`config.mk`:
```
export PLATFORM = sky130hd
export DESIGN_NAME = occupancy_bitmap_voxel_scan_top
export DESIGN_NICKNAME = d
export VERILOG_FILES = /design/src/rtl/obvs_pkg.sv /design/src/rtl/occupancy_bitmap_voxel_scan_top.sv /design/src/rtl/obvs_ctrl.sv /design/src/rtl/obvs_datapath.sv
export VERILOG_INCLUDE_DIRS = /design/src /design/src/rtl
export SDC_FILE = /design/constraint.sdc
export NUM_CORES = 1
export LEC_CHECK = 0
export ABC_AREA = 1
export ABC_CLOCK_PERIOD_IN_PS = 8300
export BUFFER_PORTS_ARGS = -buffer_cell sky130_fd_sc_hd__buf_2
export CAP_MARGIN = 5
export CORE_ASPECT_RATIO = 2
export CORE_MARGIN = 3
export CORE_UTILIZATION = 45
export CTS_BUF_LIST = sky130_fd_sc_hd__clkbuf_16
export DETAILED_ROUTE_END_ITERATION = 8
export PLACE_DENSITY = 0.66
export SLEW_MARGIN = 20
export SYNTH_ARGS = -nofsm -noshare
export SYNTH_HDL_FRONTEND = slang
export SYNTH_SLANG_ARGS = --single-unit
```
`constraint.sdc`:
```
create_clock -name clk_i -period 8.3 [get_ports clk_i]
set_input_delay 0 -clock clk_i [delete_from_list [all_inputs] [get_ports clk_i]]
set_output_delay 0 -clock clk_i [all_outputs]
set_load 0.005 [all_outputs]
```
`src/rtl/occupancy_bitmap_voxel_scan_top_assert.svh`:
```
// ----------------------------------------------------------------------------
// Assertion macros for the occupancy bitmap voxel scan.
// Each check is sampled on the rising clock and is held off during reset.
// ----------------------------------------------------------------------------
`ifndef OCCUPANCY_BITMAP_VOXEL_SCAN_TOP_ASSERT_SVH
`define OCCUPANCY_BITMAP_VOXEL_SCAN_TOP_ASSERT_SVH

`ifndef SYNTHESIS

`define OBVS_ASSERT(lbl, clk, rst_n, prop) \
  lbl: assert property (@(posedge clk) disable iff (!rst_n) prop) \
    else $error("occupancy scan check failed");

`define OBVS_ASSERT_NEVER(lbl, clk, rst_n, prop) \
  lbl: assert property (@(posedge clk) disable iff (!rst_n) !(prop)) \
    else $error("occupancy scan forbidden condition seen");

`else

`define OBVS_ASSERT(lbl, clk, rst_n, prop)

`define OBVS_ASSERT_NEVER(lbl, clk, rst_n, prop)

`endif

`endif

```
`src/rtl/obvs_pkg.sv`:
```
// ----------------------------------------------------------------------------
// Occupancy bitmap voxel scan package
// Request types, controller interface types and the Morton decode helper.
// ----------------------------------------------------------------------------
`default_nettype none

package obvs_pkg;

  localparam int ChunkW = 9;
  localparam int WordW  = 64;
  localparam int IdxW   = 15;
  localparam int CoordW = 5;

  typedef struct packed {
    logic [ChunkW-1:0] chunk_number;
    logic [WordW-1:0]  occupancy_word;
  } in_item_t;

  typedef struct packed {
    logic [IdxW-1:0]   voxel_index;
    logic [CoordW-1:0] coord_x;
    logic [CoordW-1:0] coord_y;
    logic [CoordW-1:0] coord_z;
    logic              last_of_word;
  } out_item_t;

  typedef enum logic {
    StIdle,
    StScan
  } state_e;

  typedef struct packed {
    logic load;
    logic step;
  } ctrl_cmd_t;

  typedef struct packed {
    logic start_ok;
    logic rest_zero;
    logic out_free;
  } ctrl_status_t;

  // Masks of the standard three-way bit compaction.
  localparam logic [31:0] MortonMask0 = 32'h0924_9249;
  localparam logic [31:0] MortonMask1 = 32'h030C_30C3;
  localparam logic [31:0] MortonMask2 = 32'h0300_F00F;
  localparam logic [31:0] MortonMask3 = 32'h0000_00FF;

  // Gathers every third index bit, starting at the given offset.
  function automatic logic [CoordW-1:0] morton_coord(input logic [IdxW-1:0] idx,
                                                     input logic [1:0] offset);
    logic [31:0] v;
    v = (32'(idx) >> offset) & MortonMask0;
    v = (v | (v >> 2)) & MortonMask1;
    v = (v | (v >> 4)) & MortonMask2;
    v = (v | (v >> 8)) & MortonMask3;
    return v[CoordW-1:0];
  endfunction

endpackage

`default_nettype wire

```
`src/rtl/occupancy_bitmap_voxel_scan_top.sv`:
```
// ----------------------------------------------------------------------------
// Occupancy bitmap voxel scan, top level
// The shift scan steps through a word one bit per cycle unless the output register
// stalls it; an empty word or an out-of-range chunk is taken without a scan, and a
// new word is taken only once the controller is back in idle. Reset clears the
// controller and output valid; no sweep.
// ----------------------------------------------------------------------------
`default_nettype none

// The block takes one occupancy word per request and returns one result
// request for every set bit, lowest bit first. Each result carries the
// linear voxel index, the three Morton-decoded coordinates and a flag on
// the highest set bit of the word.
//
// The controller waits in idle with the input ready high. On acceptance
// the datapath loads the word, masked to BITS_PER_WORD bits, and the base
// index chunk_number * BITS_PER_WORD. If the chunk lies inside the grid
// and the word has a set bit, the controller enters the scan state and
// then steps once per cycle unless stalled: the word shifts right by one
// and the bit counter advances. Whenever the bit leaving the word is set,
// a result is written into the output register. The scan stops on the
// step that finds no set bit above the current one, so the last result
// carries the last flag and the controller is idle in the next cycle.
//
// The output register decouples the two sides: a new word can be taken
// while the final result of the previous one still waits. While an
// earlier result is still held there and not taken, the scan stalls.
module occupancy_bitmap_voxel_scan_top #(
  parameter int BITS_PER_WORD = 64,
  parameter int WORD_COUNT    = 512
) (
  input  wire                 clk_i,
  input  wire                 rst_ni,
  input  wire                 in_valid_i,
  output logic                in_ready_o,
  input  obvs_pkg::in_item_t  in_data_i,
  output logic                out_valid_o,
  input  wire                 out_ready_i,
  output obvs_pkg::out_item_t out_data_o
);
  import obvs_pkg::*;

  ctrl_cmd_t    cmd;
  ctrl_status_t status;

  // Sequencing of the scan.
  obvs_ctrl u_ctrl (
    .clk_i      (clk_i),
    .rst_ni     (rst_ni),
    .in_valid_i (in_valid_i),
    .in_ready_o (in_ready_o),
    .status_i   (status),
    .cmd_o      (cmd)
  );

  // Word shifter, index arithmetic, Morton decode and output register.
  obvs_datapath #(
    .BITS_PER_WORD (BITS_PER_WORD),
    .WORD_COUNT    (WORD_COUNT)
  ) u_datapath (
    .clk_i       (clk_i),
    .rst_ni      (rst_ni),
    .in_data_i   (in_data_i),
    .cmd_i       (cmd),
    .status_o    (status),
    .out_valid_o (out_valid_o),
    .out_ready_i (out_ready_i),
    .out_data_o  (out_data_o)
  );

endmodule

`default_nettype wire

```
`src/rtl/obvs_ctrl.sv`:
```
// ----------------------------------------------------------------------------
// Occupancy scan controller
// Accepts a request when idle and steps the datapath through the word.
// ----------------------------------------------------------------------------
`default_nettype none

`include "occupancy_bitmap_voxel_scan_top_assert.svh"

module obvs_ctrl (
  input  wire                   clk_i,
  input  wire                   rst_ni,
  input  wire                   in_valid_i,
  output logic                  in_ready_o,
  input  obvs_pkg::ctrl_status_t status_i,
  output obvs_pkg::ctrl_cmd_t   cmd_o
);
  import obvs_pkg::*;

  state_e state_q, state_d;

  always_ff @(posedge clk_i or negedge rst_ni) begin
    if (!rst_ni) begin
      state_q <= StIdle;
    end else begin
      state_q <= state_d;
    end
  end

  always_comb begin
    state_d    = state_q;
    in_ready_o = 1'b0;
    cmd_o      = '0;
    case (state_q)
      StIdle: begin
        in_ready_o = 1'b1;
        if (in_valid_i) begin
          cmd_o.load = 1'b1;
          if (status_i.start_ok) begin
            state_d = StScan;
          end
        end
      end
      StScan: begin
        // Hold the scan while a result still waits at the output.
        if (status_i.out_free) begin
          cmd_o.step = 1'b1;
          if (status_i.rest_zero) begin
            state_d = StIdle;
          end
        end
      end
      default: begin
        state_d = StIdle;
      end
    endcase
  end

  `OBVS_ASSERT(a_step_only_when_free, clk_i, rst_ni,
               cmd_o.step |-> (status_i.out_free && state_q == StScan))
  `OBVS_ASSERT(a_last_bit_ends_scan, clk_i, rst_ni,
               (cmd_o.step && status_i.rest_zero) |=> (state_q == StIdle))
  `OBVS_ASSERT_NEVER(a_load_while_scanning, clk_i, rst_ni,
                     cmd_o.load && state_q == StScan)

endmodule

`default_nettype wire

```
`src/rtl/obvs_datapath.sv`:
```
// ----------------------------------------------------------------------------
// Occupancy scan datapath
// Shifts the word one bit per step and registers one result per set bit.
// ----------------------------------------------------------------------------
`default_nettype none

module obvs_datapath #(
  parameter int BITS_PER_WORD = 64,
  parameter int WORD_COUNT    = 512
) (
  input  wire                    clk_i,
  input  wire                    rst_ni,
  input  obvs_pkg::in_item_t     in_data_i,
  input  obvs_pkg::ctrl_cmd_t    cmd_i,
  output obvs_pkg::ctrl_status_t status_o,
  output logic                   out_valid_o,
  input  wire                    out_ready_i,
  output obvs_pkg::out_item_t    out_data_o
);
  import obvs_pkg::*;

  localparam int CntW = $clog2(BITS_PER_WORD);

  logic [BITS_PER_WORD-1:0] word_q;
  logic [CntW-1:0]          bit_q;
  logic [IdxW-1:0]          base_q, base_d;
  logic [IdxW-1:0]          idx;
  logic                     chunk_ok;
  logic                     out_valid_q, out_valid_d;
  logic                     emit;
  out_item_t                out_q;

  // Chunks past the grid are dropped; bits above the word size are ignored.
  assign chunk_ok = {4'b0, in_data_i.chunk_number} < 13'(WORD_COUNT);
  assign base_d   = IdxW'(32'(in_data_i.chunk_number) * 32'(BITS_PER_WORD));
  assign idx      = base_q + IdxW'(bit_q);
  assign emit     = cmd_i.step && word_q[0];

  assign status_o.start_ok  = chunk_ok &&
                              (in_data_i.occupancy_word[BITS_PER_WORD-1:0] != '0);
  assign status_o.rest_zero = (word_q[BITS_PER_WORD-1:1] == '0);
  assign status_o.out_free  = !out_valid_q || out_ready_i;

  always_ff @(posedge clk_i) begin
    if (cmd_i.load) begin
      base_q <= base_d;
      word_q <= in_data_i.occupancy_word[BITS_PER_WORD-1:0];
      bit_q  <= '0;
    end else if (cmd_i.step) begin
      word_q <= word_q >> 1;
      bit_q  <= bit_q + CntW'(1);
    end
  end

  always_ff @(posedge clk_i) begin
    if (emit) begin
      out_q.voxel_index  <= idx;
      out_q.coord_x      <= morton_coord(idx, 2'd0);
      out_q.coord_y      <= morton_coord(idx, 2'd1);
      out_q.coord_z      <= morton_coord(idx, 2'd2);
      out_q.last_of_word <= status_o.rest_zero;
    end
  end

  always_comb begin
    out_valid_d = out_valid_q;
    if (emit) begin
      out_valid_d = 1'b1;
    end else if (out_ready_i) begin
      out_valid_d = 1'b0;
    end
  end

  always_ff @(posedge clk_i or negedge rst_ni) begin
    if (!rst_ni) begin
      out_valid_q <= 1'b0;
    end else begin
      out_valid_q <= out_valid_d;
    end
  end

  assign out_valid_o = out_valid_q;
  assign out_data_o  = out_q;

endmodule

`default_nettype wire
```
* Word level (Yosys, flattened, before mapping)
Index checks and enable logic that the tools add are counted. Widths: inputs -> output; s select.
Cells by class: add/subtract/negate cells 2, muxes and demuxes 14, bitwise operators 10, reductions and logical operators 7
Operators by type and width (count):
- $mux 64 | 2
- $reduce_bool 64->1 | 1
- $logic_not 63->1 | 1
- $or 13x11->13 | 3
- $or 13x9->13 | 3
- $add 15x6->15 | 1
- $or 4x5->5 | 3
- $mux 1 | 11
- $add 6x1->6 const B | 1
- $reduce_bool 2->1 | 2
- $pmux 1 s2 | 1
- $logic_and 1x1->1 | 1
- $logic_not 1->1 | 1
- $logic_or 1x1->1 | 1
- $not 1->1 | 1
Storage, ports and cells: bits in registers 112, input port bits 77, output and inout port bits 33

* Depth between registers and ports, before layout
Gate-level depths: netlist of run 1.
depth in word-level cells 6, gate-level depth with buffers 8, mapped depth without buffers 8

* Modules after synthesis
From an unflattened synthesis of run 1, not the netlist that was laid out.
Second synthesis, totals: cell total of the unflattened synthesis 479, area total of the unflattened synthesis 4450.5 um2
Modules (own cells, without submodules):
- obvs_datapath | instances 1, cells each 469, area an instance 4385.5 um2, sequential area each 2817.7 um2
- obvs_ctrl | instances 1, cells each 10, area an instance 65.1 um2, sequential area each 25.0 um2

* Worst setup path after synthesis of run 1
Ideal clock, no wire load.
path kind reg2reg, from register u_ctrl.state_q, to register u_datapath.word_q[0] (enable), arrival 2.220 ns, path slack 5.657 ns, stages on the path, launching flop included 6, buffers on the path 2, period minus slack after synthesis 2.643 ns, cells stage by stage dfrtp_1 inv_2 nand2_2 buf_4 buf_2 nand2_1
On the way: longest elaborated chain between the ends 2
RTL lines:
- start: declaration | RTL line obvs_ctrl.sv:19 | state_e state_q, state_d;
- start signal: assignment | RTL line obvs_ctrl.sv:23 | state_q <= StIdle;
- start signal: assignment | RTL line obvs_ctrl.sv:25 | state_q <= state_d;
- $mux 1 | RTL line obvs_ctrl.sv:33 | case (state_q)
- $reduce_bool 2->1 (no line) (*)
- end signal: assignment | RTL line obvs_datapath.sv:47 | word_q <= in_data_i.occupancy_word[BITS_PER_WORD-1:0];
- end signal: assignment | RTL line obvs_datapath.sv:50 | word_q <= word_q >> 1;
- end: declaration | RTL line obvs_datapath.sv:24 | logic [BITS_PER_WORD-1:0] word_q;
Every way passes the cells marked *; elsewhere a longest branch is shown, timed or not. A chain may end at the register's enable or synchronous reset.

* Worst setup path in the final report of run 1
from register u_ctrl.state_q, to register u_datapath.word_q[48] (data pin)
On the way: longest elaborated chain between the ends 2
RTL lines:
- $mux 1 | RTL line obvs_ctrl.sv:33
- $mux 64 | RTL line obvs_datapath.sv:45 | if (cmd_i.load) begin
No other way between the ends.

==> results.sh, run 1 <==
export IMPL_outcome="completed"
export IMPL_fin_nets=678
export IMPL_n_antenna_cell=0
export IMPL_grt_overflow_total=0
export IMPL_first_iter_violations=257
export IMPL_dr_pass1_iters=4
export IMPL_p_total_w=0.00157
export IMPL_netlist_top_cells_area="edfxtp_1 (61%), nand2_1 (13%), nor2_1 (6.0%)"
export IMPL_initial_utilization_pct=46.7
export IMPL_insertion_delay_ns=0.34
export IMPL_leakagePower_nw=2.55
export IMPL_yosys_top_cells_count="nand2_1 (155), edfxtp_1 (89), nor2_1 (70)"
export IMPL_synthArstFlopShare_pct=2.06
export IMPL_via_per_inst=4.66
export IMPL_syn_nets=542
export IMPL_yosysTopAreaCell="edfxtp_1"
export IMPL_h_tree_depth=3
export IMPL_grt_antenna_before_repair=0
export IMPL_crit_path_end="u_datapath.word_q[48]"
export IMPL_r2r_end="u_datapath.word_q[48]"
export IMPL_ys_seq_area_share_pct=64.4
export IMPL_regToRegSetupSlack_ns=6.04
export IMPL_post_dp_hpwl_mm=6.17
export IMPL_ys_seq_elements=97
export IMPL_ctsRootBufferMaster="clkbuf_16"
export IMPL_routabilityCongestion=0.791
export IMPL_cts_buffers=9
export IMPL_port_buffers=109
export IMPL_core_region_area_sq_mm=0.00945
export IMPL_path_cells="inv_2 > nand2_2 > buf_4 > inv_2 > nand2_1 > nand2_1"
export IMPL_synth_cell_types=22
export IMPL_drive_above_1_share_pct=22.1
export IMPL_slowest_stage="buf_4"
export IMPL_synth_top_area_share_pct=60.5
export IMPL_clk_path_buf_depth=2
export IMPL_peakVddDrop_mv=0.167
export IMPL_postLayoutCoreUtil_pct=60.2
export IMPL_die_w_um=76.0
export IMPL_finalCritPeriodShare_pct=27.3
export IMPL_holdCritPathClass="input pin to register"
export IMPL_cp_required_ns=8.39
export IMPL_fin_skew_ns=0.00494
export IMPL_areaGrowthSynthToFinish_pct=28.7
export IMPL_holdPathStages=3
export IMPL_clk_pin_slew_ns=0.07
export IMPL_postSynthAreaPerCell_sq_um=9.52
export IMPL_core_rowCount=50
export IMPL_finalSetupTns_ns=0
export IMPL_wl_per_cell_um=12.4
export IMPL_path_class="register to register"
export IMPL_first_global_vias=3356
export IMPL_fmax_ghz=0.442
export IMPL_r2r_cells=6
export IMPL_yosysWarnings=0
export IMPL_synth_edf_count=89
export IMPL_setup_violations=0
export IMPL_rsz0062_at_grt="false"
export IMPL_critPathArrivalTime_ns=2.36
export IMPL_slew_violations=0
export IMPL_ant_nets=0
export IMPL_grt_start_max_net_pins=102
export IMPL_top_level_ports=110
export IMPL_cts_setup_buffers=0
export IMPL_via_count=3427
export IMPL_synth_main_ff_cell="edfxtp_1"
export IMPL_tightest_slew_ns=0.886
export IMPL_syn_cell_area_sq_mm=0.00442
export IMPL_power_density_mw_per_mm2=277
export IMPL_die_area_sq_mm=0.0111
export IMPL_hold_slack_ns=0.0133
export IMPL_timing_critical_path_from="u_ctrl.state_q"
export IMPL_cp_max_fo=101
export IMPL_crit_path_end_kind="register"
export IMPL_drc=0
export IMPL_cpPeakStageDelay_ns=0.67
export IMPL_start_kind="register"
export IMPL_cts_tree="yes"
export IMPL_grt_pass1_wl_mm=14.9
export IMPL_final_hold_viol_count=0
export IMPL_r2r_start="u_ctrl.state_q"
export IMPL_slew_headroom_pct=40.9
export IMPL_yosysMostFrequentCell="nand2_1"
export IMPL_cts_sinks=97
export IMPL_grt_usage_pct=16.7
export IMPL_min_period_ns=2.26
export IMPL_drt_total_wl_mm=9.08
export IMPL_die_h_um=146
export IMPL_netlist_instances=464
export IMPL_maxCapViolations=0
-- registers in the layout, indices dropped and copies added (netlist names) --
name and cells:
u_ctrl.state_q 1, u_datapath.word_q 64, u_datapath.out_valid_o 1, u_datapath.out_data_o 16
u_datapath.base_q 9, u_datapath.bit_q 6
-- cell families after synthesis --
logic type               count (synthesis)  synth area share [%]
AND/OR/NAND/NOR                        251                  22.4
flip-flops                              97                  64.4
buffers and inverters                   73                  8.08
AO/OA/AOI/OAI                           41                  4.70
XOR/XNOR                                 1                 0.198
adder cells (fa/ha/maj)                  1                 0.283
-- worst min-delay path by stage --
stage | slack (ns) | to | from
3_5_place_dp | -0.21 | u_datapath.out_valid_o | rst_ni
4_1_cts | 0.008 | u_datapath.word_q[16] | in_data_i[16]
6_report | 0.01 | u_datapath.word_q[5] | in_data_i[5]
2_1_floorplan | -0.30 | u_ctrl.state_q | rst_ni
5_1_grt | 0.02 | u_datapath.word_q[10] | in_data_i[10]
3_3_place_gp | -0.21 | u_datapath.out_valid_o | rst_ni
-- per-stage QoR --
step                area, sq um  std cells  setup WS, ns
finish                     5680        735          6.04
global route               5680        735          5.71
CTS                        5680        735          6.01
detailed placement         4960        677          6.02
global placement           4960        677          6.06
floorplan                  4420        464          5.66
-- repair_timing --
action / 4_1_cts / 5_1_grt
gates resized for setup: 0 / 0
endpoints found under the setup margin: 0 / 0
endpoints found under the hold margin: 42 / 0
hold buffers: 42 / 0
-- routing by layer --
layer  share of wire, %  global-route usage, %
met1                 40                   19.4
met2                 53                   29.9
met3                4.3                   2.59
met4                2.5                   8.08
met5                  0                      0
-- worst max-delay path: cells and delay by family, from the launching register on --
family                 cells  cell delay (ns)
buffers and inverters      3             1.30
AND/OR/NAND/NOR            3             0.29
flip-flops                 1             0.41
-- power breakdown --
group          total [W]  internal, W  switching, W
Clock           0.000419     0.000236      0.000183
Combinational   0.000312     0.000136      0.000176
Sequential      0.000842     0.000757     0.0000845
-- final cells by class --
type                    count  area (sq um)
repair buffers            154           988
fillers                   818          3760
well taps                 130           163
flip-flops and latches     97          2840
clock inverters             7          80.1
clock buffers               9           225
inverters                  44           165
multi-input cells         294          1220
-- layout by cell type, fill, tap and decap left out, types with 6 or more instances in the layout --
cell type        n
dfxtp_1          6
clkbuf_16        9
buf_2          109
nand3_1         20
inv_1           42
edfxtp_1        89
o21ai_0         37
nor2_1          70
nand2_1        154
dlygate4sd3_1   42
Note: power is estimated with default switching activity, not from simulation.
==> run 2: changes to the inputs <==
Settings changed: ABC_AREA 1 to 0, ABC_CLOCK_PERIOD_IN_PS 8300 to 1900, PLACE_DENSITY 0.66 to 0.7.
Clock period 8.3 ns to 1.9 ns, I/O delays scaled along.
==> run 2 against run 1 <==
Compared with the run above: worst setup slack got worse by 6.0 ns; non-clock buffer count up 40; register-to-register slack got worse by 5.9 ns; synthesized area shrank 5.8%; wire length is 23% higher; design area rose by 2.0%; power rose to 4.7 times the previous value; die area fell by 5.4%; first-iteration DRC count up 0.78%; final cell count decreased by 8.6%; worst hold slack lost 0.010 ns; synthesized cell count shrank 16%.
==> results.sh, run 2 <==
export IMPL_outcome="completed"
export IMPL_fmax_ghz=0.540
export IMPL_slew_violations=0
export IMPL_drt_total_wl_mm=11.1
export IMPL_finalSetupTns_ns=0
export IMPL_largest_reg_flops=64
export IMPL_r2r_cells=3
export IMPL_cp_required_ns=2.10
export IMPL_post_dp_hpwl_mm=7.14
export IMPL_synth_top_area_share_pct=64.2
export IMPL_slowest_stage="dlygate4sd3_1"
export IMPL_postSynthAreaPerCell_sq_um=10.7
export IMPL_insertion_delay_ns=0.34
export IMPL_synth_simple_area_share_pct=25.6
export IMPL_synthAdderAreaFrac_pct=0.301
export IMPL_path_cells="dlygate4sd3_1 > buf_2 > nor4_1 > nand4_1 > or4_1 > a21oi_1 > a21oi_1"
export IMPL_setup_violations=0
export IMPL_final_cell_mix="nand2_1 (196), buf_2 (109), edfxtp_1 (89)"
export IMPL_yosysMostFrequentCell="nand2_1"
export IMPL_grt_usage_pct=21.2
export IMPL_ys_seq_area_share_pct=68.3
export IMPL_ctsRootBufferMaster="clkbuf_16"
export IMPL_synth_area_mux_share_pct=0
export IMPL_synth_main_ff_cell="edfxtp_1"
export IMPL_cts_buffers=9
export IMPL_tightest_slew_ns=0.625
export IMPL_critPathArrivalTime_ns=2.05
export IMPL_h_tree_depth=3
export IMPL_routabilityCongestion=0.877
export IMPL_port_buffers=109
export IMPL_n_antenna_cell=0
export IMPL_combPwrFrac_pct=22.5
export IMPL_synthArstFlopShare_pct=2.06
export IMPL_drc=0
export IMPL_crit_path_end_kind="register"
export IMPL_via_per_inst=5.30
export IMPL_die_area_sq_mm=0.0105
export IMPL_core_region_area_sq_mm=0.00901
export IMPL_grt_antenna_before_repair=0
export IMPL_top_register="u_datapath.word_q"
export IMPL_synth_edf_count=89
export IMPL_p_clk_share_pct=21.4
export IMPL_yosys_top_cells_count="nand2_1 (197), edfxtp_1 (89), nor4_1 (31)"
export IMPL_netlist_top_cells_area="edfxtp_1 (64%), nand2_1 (18%), nor4_1 (4.7%)"
export IMPL_min_period_ns=1.85
export IMPL_syn_nets=468
export IMPL_n_fill_cell=674
export IMPL_top_level_ports=110
export IMPL_ys_seq_elements=97
export IMPL_synth_xor_area_share_pct=0.842
export IMPL_synth_compound_area_share_pct=0.481
export IMPL_wl_per_cell_um=16.6
export IMPL_yosysTopAreaCell="edfxtp_1"
export IMPL_syn_cell_area_sq_mm=0.00416
export IMPL_synth_top_family_by_area="simple AND/OR/NAND/NOR gates"
export IMPL_cp_max_fo=2
export IMPL_cp_common_cell="a21oi_1"
export IMPL_intPower_w=0.00525
export IMPL_synth_cell_types=24
export IMPL_slew_headroom_pct=58.4
export IMPL_place_inst=580
export IMPL_fin_skew_ns=0.00699
export IMPL_clk_pin_slew_ns=0.06
export IMPL_final_hold_viol_count=0
export IMPL_start_kind="input pin"
export IMPL_multi_input_area_sq_mm=0.00115
export IMPL_peakVddDrop_mv=0.738
export IMPL_holdCritPathClass="input pin to register"
export IMPL_regArea_sq_mm=0.00284
export IMPL_sw_frac_of_total_pct=29.2
export IMPL_yosysWarnings=0
export IMPL_holdPathStages=3
export IMPL_grt_pass1_wl_mm=16.3
export IMPL_rsz0062_at_grt="false"
export IMPL_cts_sinks=97
export IMPL_drive_above_1_share_pct=23.7
export IMPL_p_total_w=0.00742
export IMPL_areaGrowthSynthToFinish_pct=39.3
export IMPL_core_rowCount=49
export IMPL_grt_start_max_net_pins=65
export IMPL_first_iter_violations=259
export IMPL_via_count=3562
export IMPL_path_class="input pin to register"
export IMPL_power_frac_seq_pct=56.1
export IMPL_mostFrequentLayoutCell="nand2_1"
export IMPL_die_h_um=142
export IMPL_power_density_mw_per_mm2=1280
export IMPL_cts_tree="yes"
export IMPL_maxCapViolations=0
export IMPL_finalCritPeriodShare_pct=97.5
export IMPL_fin_nets=643
export IMPL_cpPeakStageDelay_ns=0.55
export IMPL_initial_utilization_pct=46.2
export IMPL_leakagePower_nw=2.55
export IMPL_ant_nets=0
export IMPL_first_global_vias=3525
export IMPL_dr_pass1_iters=5
export IMPL_fin_cells=672
export IMPL_netlist_instances=390
export IMPL_die_w_um=74
export IMPL_clk_path_buf_depth=2
export IMPL_grt_overflow_total=0
export IMPL_p_sw_w=0.00217
run 2: changes by cell type in the layout (fill, tap and decap cells not counted), moves of 3 or more:
cell,before,now
o21ai_0,37,1
buf_12,0,3
nand3_1,20,0
nor2_1,70,4
xor2_1,1,4
buf_4,3,6
dlygate4sd3_1,42,76
nand4_1,1,10
clkinv_2,0,3
nor4_1,0,30
clkinv_4,3,0
inv_1,42,5
nand2_1,154,196
run 2: layer usage:
metal / GRT usage, % / share of wire (%) / up-vias
li1: - / - / 1682
met1: 21.4 / 34 / 1645
met2: 37.7 / 54 / 196
met3: 3.54 / 6.3 / 39
met4: 14.7 / 5.7 / 0
met5: 0 / 0 / -
run 2: worst max-delay path: cells and delay by family:
| kind | cells | cell delay (ns) |
|---|---|---|
| AOI/OAI and AO/OA | 2 | 0.20 |
| buffers and inverters | 2 | 0.68 |
| and+or+nand+nor | 3 | 1.17 |
run 2: area by class of cell:
cell class	count	share of cell area, %
clock buffers	9	3.88
clock inverters	7	0.518
flip-flops and latches	97	49.0
well taps	102	2.20
inverters	4	0.259
repair buffers	194	24.3
multi-input cells	259	19.8
run 2: path summary, 6_finish.rpt:
kind,slack [ns],end,from
min in group asynchronous,0.55,u_ctrl.state_q,rst_ni
max in group asynchronous,1.20,u_datapath.out_valid_o,rst_ni
worst min register to register,0.42,u_datapath.out_data_o[23],u_datapath.base_q[7]
worst max register to register,0.15,u_datapath.out_data_o[0],u_datapath.word_q[50]
worst min-delay path,0.003,u_datapath.word_q[6],in_data_i[6]
worst max-delay path,0.05,u_ctrl.state_q,in_data_i[0]
run 2: timing repair:
action	CTS	global route
hold endpoints to repair	76	0
resized for setup	0	1
hold buffers	76	0
setup buffers	0	0
setup endpoints to repair	0	1
run 2: cells by family after synthesis:
| group | after synthesis |
|---|---|
| simple gates | 250 |
| flops | 97 |
| buf+inv | 34 |
| compound gates | 4 |
| xor+xnor | 4 |
| fa+ha+maj | 1 |
run 2: stage by stage:
stage | worst slack [ns] | utilization [%] | cell area, sq um | hold slack (ns)
floorplan | 0.102 | - | 4160 | -0.296
global placement | 0.227 | 53.0 | 4780 | -0.206
detailed placement | 0.248 | 53.0 | 4780 | -0.204
CTS | 0.0144 | 64.3 | 5790 | 0.0128
global route | 0.0534 | 64.3 | 5800 | 0.00546
finish | 0.0466 | 64.3 | 5800 | 0.00324
run 2: power by group through the flow:
stage	logic, W	clock network [W]	registers (W)
finish	0.00167	0.00159	0.00416
floorplan	0.00100	0	0.00404
global route	0.00188	0.00170	0.00427
CTS	0.00168	0.00160	0.00415
detailed placement	0.00155	0	0.00419
global placement	0.00148	0	0.00414
==> run 3: changes to the inputs <==
Settings changed: CORE_ASPECT_RATIO 2 to 1.2.
==> run 3 against run 2 <==
Compared with the run above: critical path type unchanged; wire length decreased by 3.4%; register-to-register slack better by 0.09 ns; critical endpoint unchanged; power up 1.9%; combinational power down 3%; worst hold slack better by 0.38 ns; via count shrank 1.7%.
==> results.sh, run 3 (synthesis results as in run 2) <==
export IMPL_clk_pin_slew_ns=0.06
export IMPL_cts_buffers=9
export IMPL_slew_headroom_pct=59.1
export IMPL_largest_reg_flops=64
export IMPL_maxCapViolations=0
export IMPL_port_buffers=109
export IMPL_via_per_inst=5.11
export IMPL_outcome="completed"
export IMPL_rsz0062_at_grt="false"
export IMPL_n_antenna_cell=0
export IMPL_top_register="u_datapath.word_q"
export IMPL_first_global_vias=3600
export IMPL_fmax_ghz=0.564
export IMPL_grtUsageMet1_pct=24.6
export IMPL_cts_setup_buffers=0
export IMPL_path_class="input pin to register"
export IMPL_dr_pass1_iters=5
export IMPL_die_area_sq_mm=0.0104
export IMPL_cts_tree="yes"
export IMPL_drc=0
export IMPL_grt_overflow_total=0
export IMPL_finalSetupTns_ns=0
export IMPL_h_tree_depth=3
export IMPL_fin_skew_ns=0.00420
export IMPL_crit_path_end_kind="register"
export IMPL_first_iter_violations=281
export IMPL_grt_start_max_net_pins=78
export IMPL_cts_sinks=97
export IMPL_grt_usage_pct=21.4
export IMPL_place_inst=592
export IMPL_leakagePower_nw=2.55
export IMPL_drt_total_wl_mm=10.8
export IMPL_grt_pass1_wl_mm=17.0
export IMPL_core_region_area_sq_mm=0.00880
export IMPL_cp_required_ns=2.10
export IMPL_peakVddDrop_mv=0.651
export IMPL_critPathArrivalTime_ns=1.98
export IMPL_clk_path_buf_depth=2
export IMPL_grt_busiest_layer="met2"
export IMPL_multi_input_area_sq_mm=0.00114
export IMPL_grt_use_met3_pct=3.99
export IMPL_n_fill_cell=667
export IMPL_regArea_sq_mm=0.00284
export IMPL_post_dp_hpwl_mm=6.54
export IMPL_initial_utilization_pct=47.3
export IMPL_p_total_w=0.00756
export IMPL_setup_violations=0
export IMPL_finalCritPeriodShare_pct=93.3
export IMPL_wl_per_cell_um=15.7
export IMPL_die_h_um=111
export IMPL_start_kind="input pin"
export IMPL_ant_nets=0
export IMPL_cp_max_fo=2
export IMPL_mostFrequentLayoutCell="nand2_1"
export IMPL_areaGrowthSynthToFinish_pct=40.3
export IMPL_cts_hold_buf=77
export IMPL_slew_violations=0
export IMPL_final_cell_mix="nand2_1 (196), buf_2 (109), edfxtp_1 (89)"
export IMPL_holdCritPathClass="input pin to register"
export IMPL_ctsRootBufferMaster="clkbuf_16"
export IMPL_fin_nets=641
export IMPL_postLayoutCoreUtil_pct=66.4
export IMPL_top_level_ports=110
export IMPL_core_rowCount=37
export IMPL_min_period_ns=1.77
export IMPL_tightest_slew_ns=0.614
export IMPL_die_w_um=93.8
export IMPL_insertion_delay_ns=0.34
export IMPL_power_density_mw_per_mm2=1290
export IMPL_routabilityCongestion=0.808
export IMPL_via_count=3502
export IMPL_grt_antenna_before_repair=0
export IMPL_cts_resized=0
export IMPL_final_hold_viol_count=0
export IMPL_drive_above_1_share_pct=23.6
export IMPL_use_met2_pct=36.6
export IMPL_fin_cells=685
run 3: cell types whose count changed in the layout (fill, tap and decap cells not counted), sizes merged:
cell,delta
buf,-3
dlygate4sd3,+1
bufinv,+1
inv,-1
run 3: worst max-delay path, stage by stage:
cell           delay, ns
dlygate4sd3_1       0.54
buf_2               0.13
nor4_2              0.35
nand4_1             0.18
or4_1               0.55
a21oi_1             0.16
a21oi_1             0.05
run 3: where the power goes:
group | total (W) | internal, W | leakage [nW] | switching [W]
registers | 0.00416 | 0.00363 | 0.959 | 0.000535
logic | 0.00162 | 0.000746 | 1.44 | 0.000874
clock network | 0.00178 | 0.00102 | 0.147 | 0.000758
run 3: layout make-up:
cell class | instances | area share [%]
clock buffers | 9 | 3.86
clock inverters | 7 | 1.20
inverters | 4 | 0.257
multi-input cells | 259 | 19.5
flip-flops and latches | 97 | 48.7
well taps | 117 | 2.51
repair buffers | 192 | 24.0
run 3: through the flow:
stage	setup WS, ns	instance area [sq um]	hold slack [ns]
finish	0.127	5840	0.383
global route	0.00621	5840	0.379
detailed placement	0.223	4770	-0.203
CTS	0.121	5840	0.368
global placement	0.238	4770	-0.201
floorplan	0.102	4160	-0.296
run 3: path summary, 6_finish.rpt:
kind	startpoint	endpoint	slack [ns]	depth (start not counted)
setup / recovery	in_data_i[10]	u_ctrl.state_q	0.13	7
hold / removal	in_data_i[68]	u_datapath.base_q[10]	0.38	2
setup reg to reg	u_datapath.word_q[35]	u_ctrl.state_q	0.24	4
hold reg to reg	u_datapath.base_q[14]	u_datapath.out_data_o[5]	0.43	0
max in group asynchronous	rst_ni	u_datapath.out_valid_o	1.20	3
min in group asynchronous	rst_ni	u_ctrl.state_q	0.56	3
run 3: metal layers:
| metal | share of wire, % | wire, um |
|---|---|---|
| met1 | 38 | 4090 |
| met2 | 51 | 5500 |
| met3 | 6.2 | 668 |
| met4 | 4.6 | 495 |
| met5 | 0 | 0 |
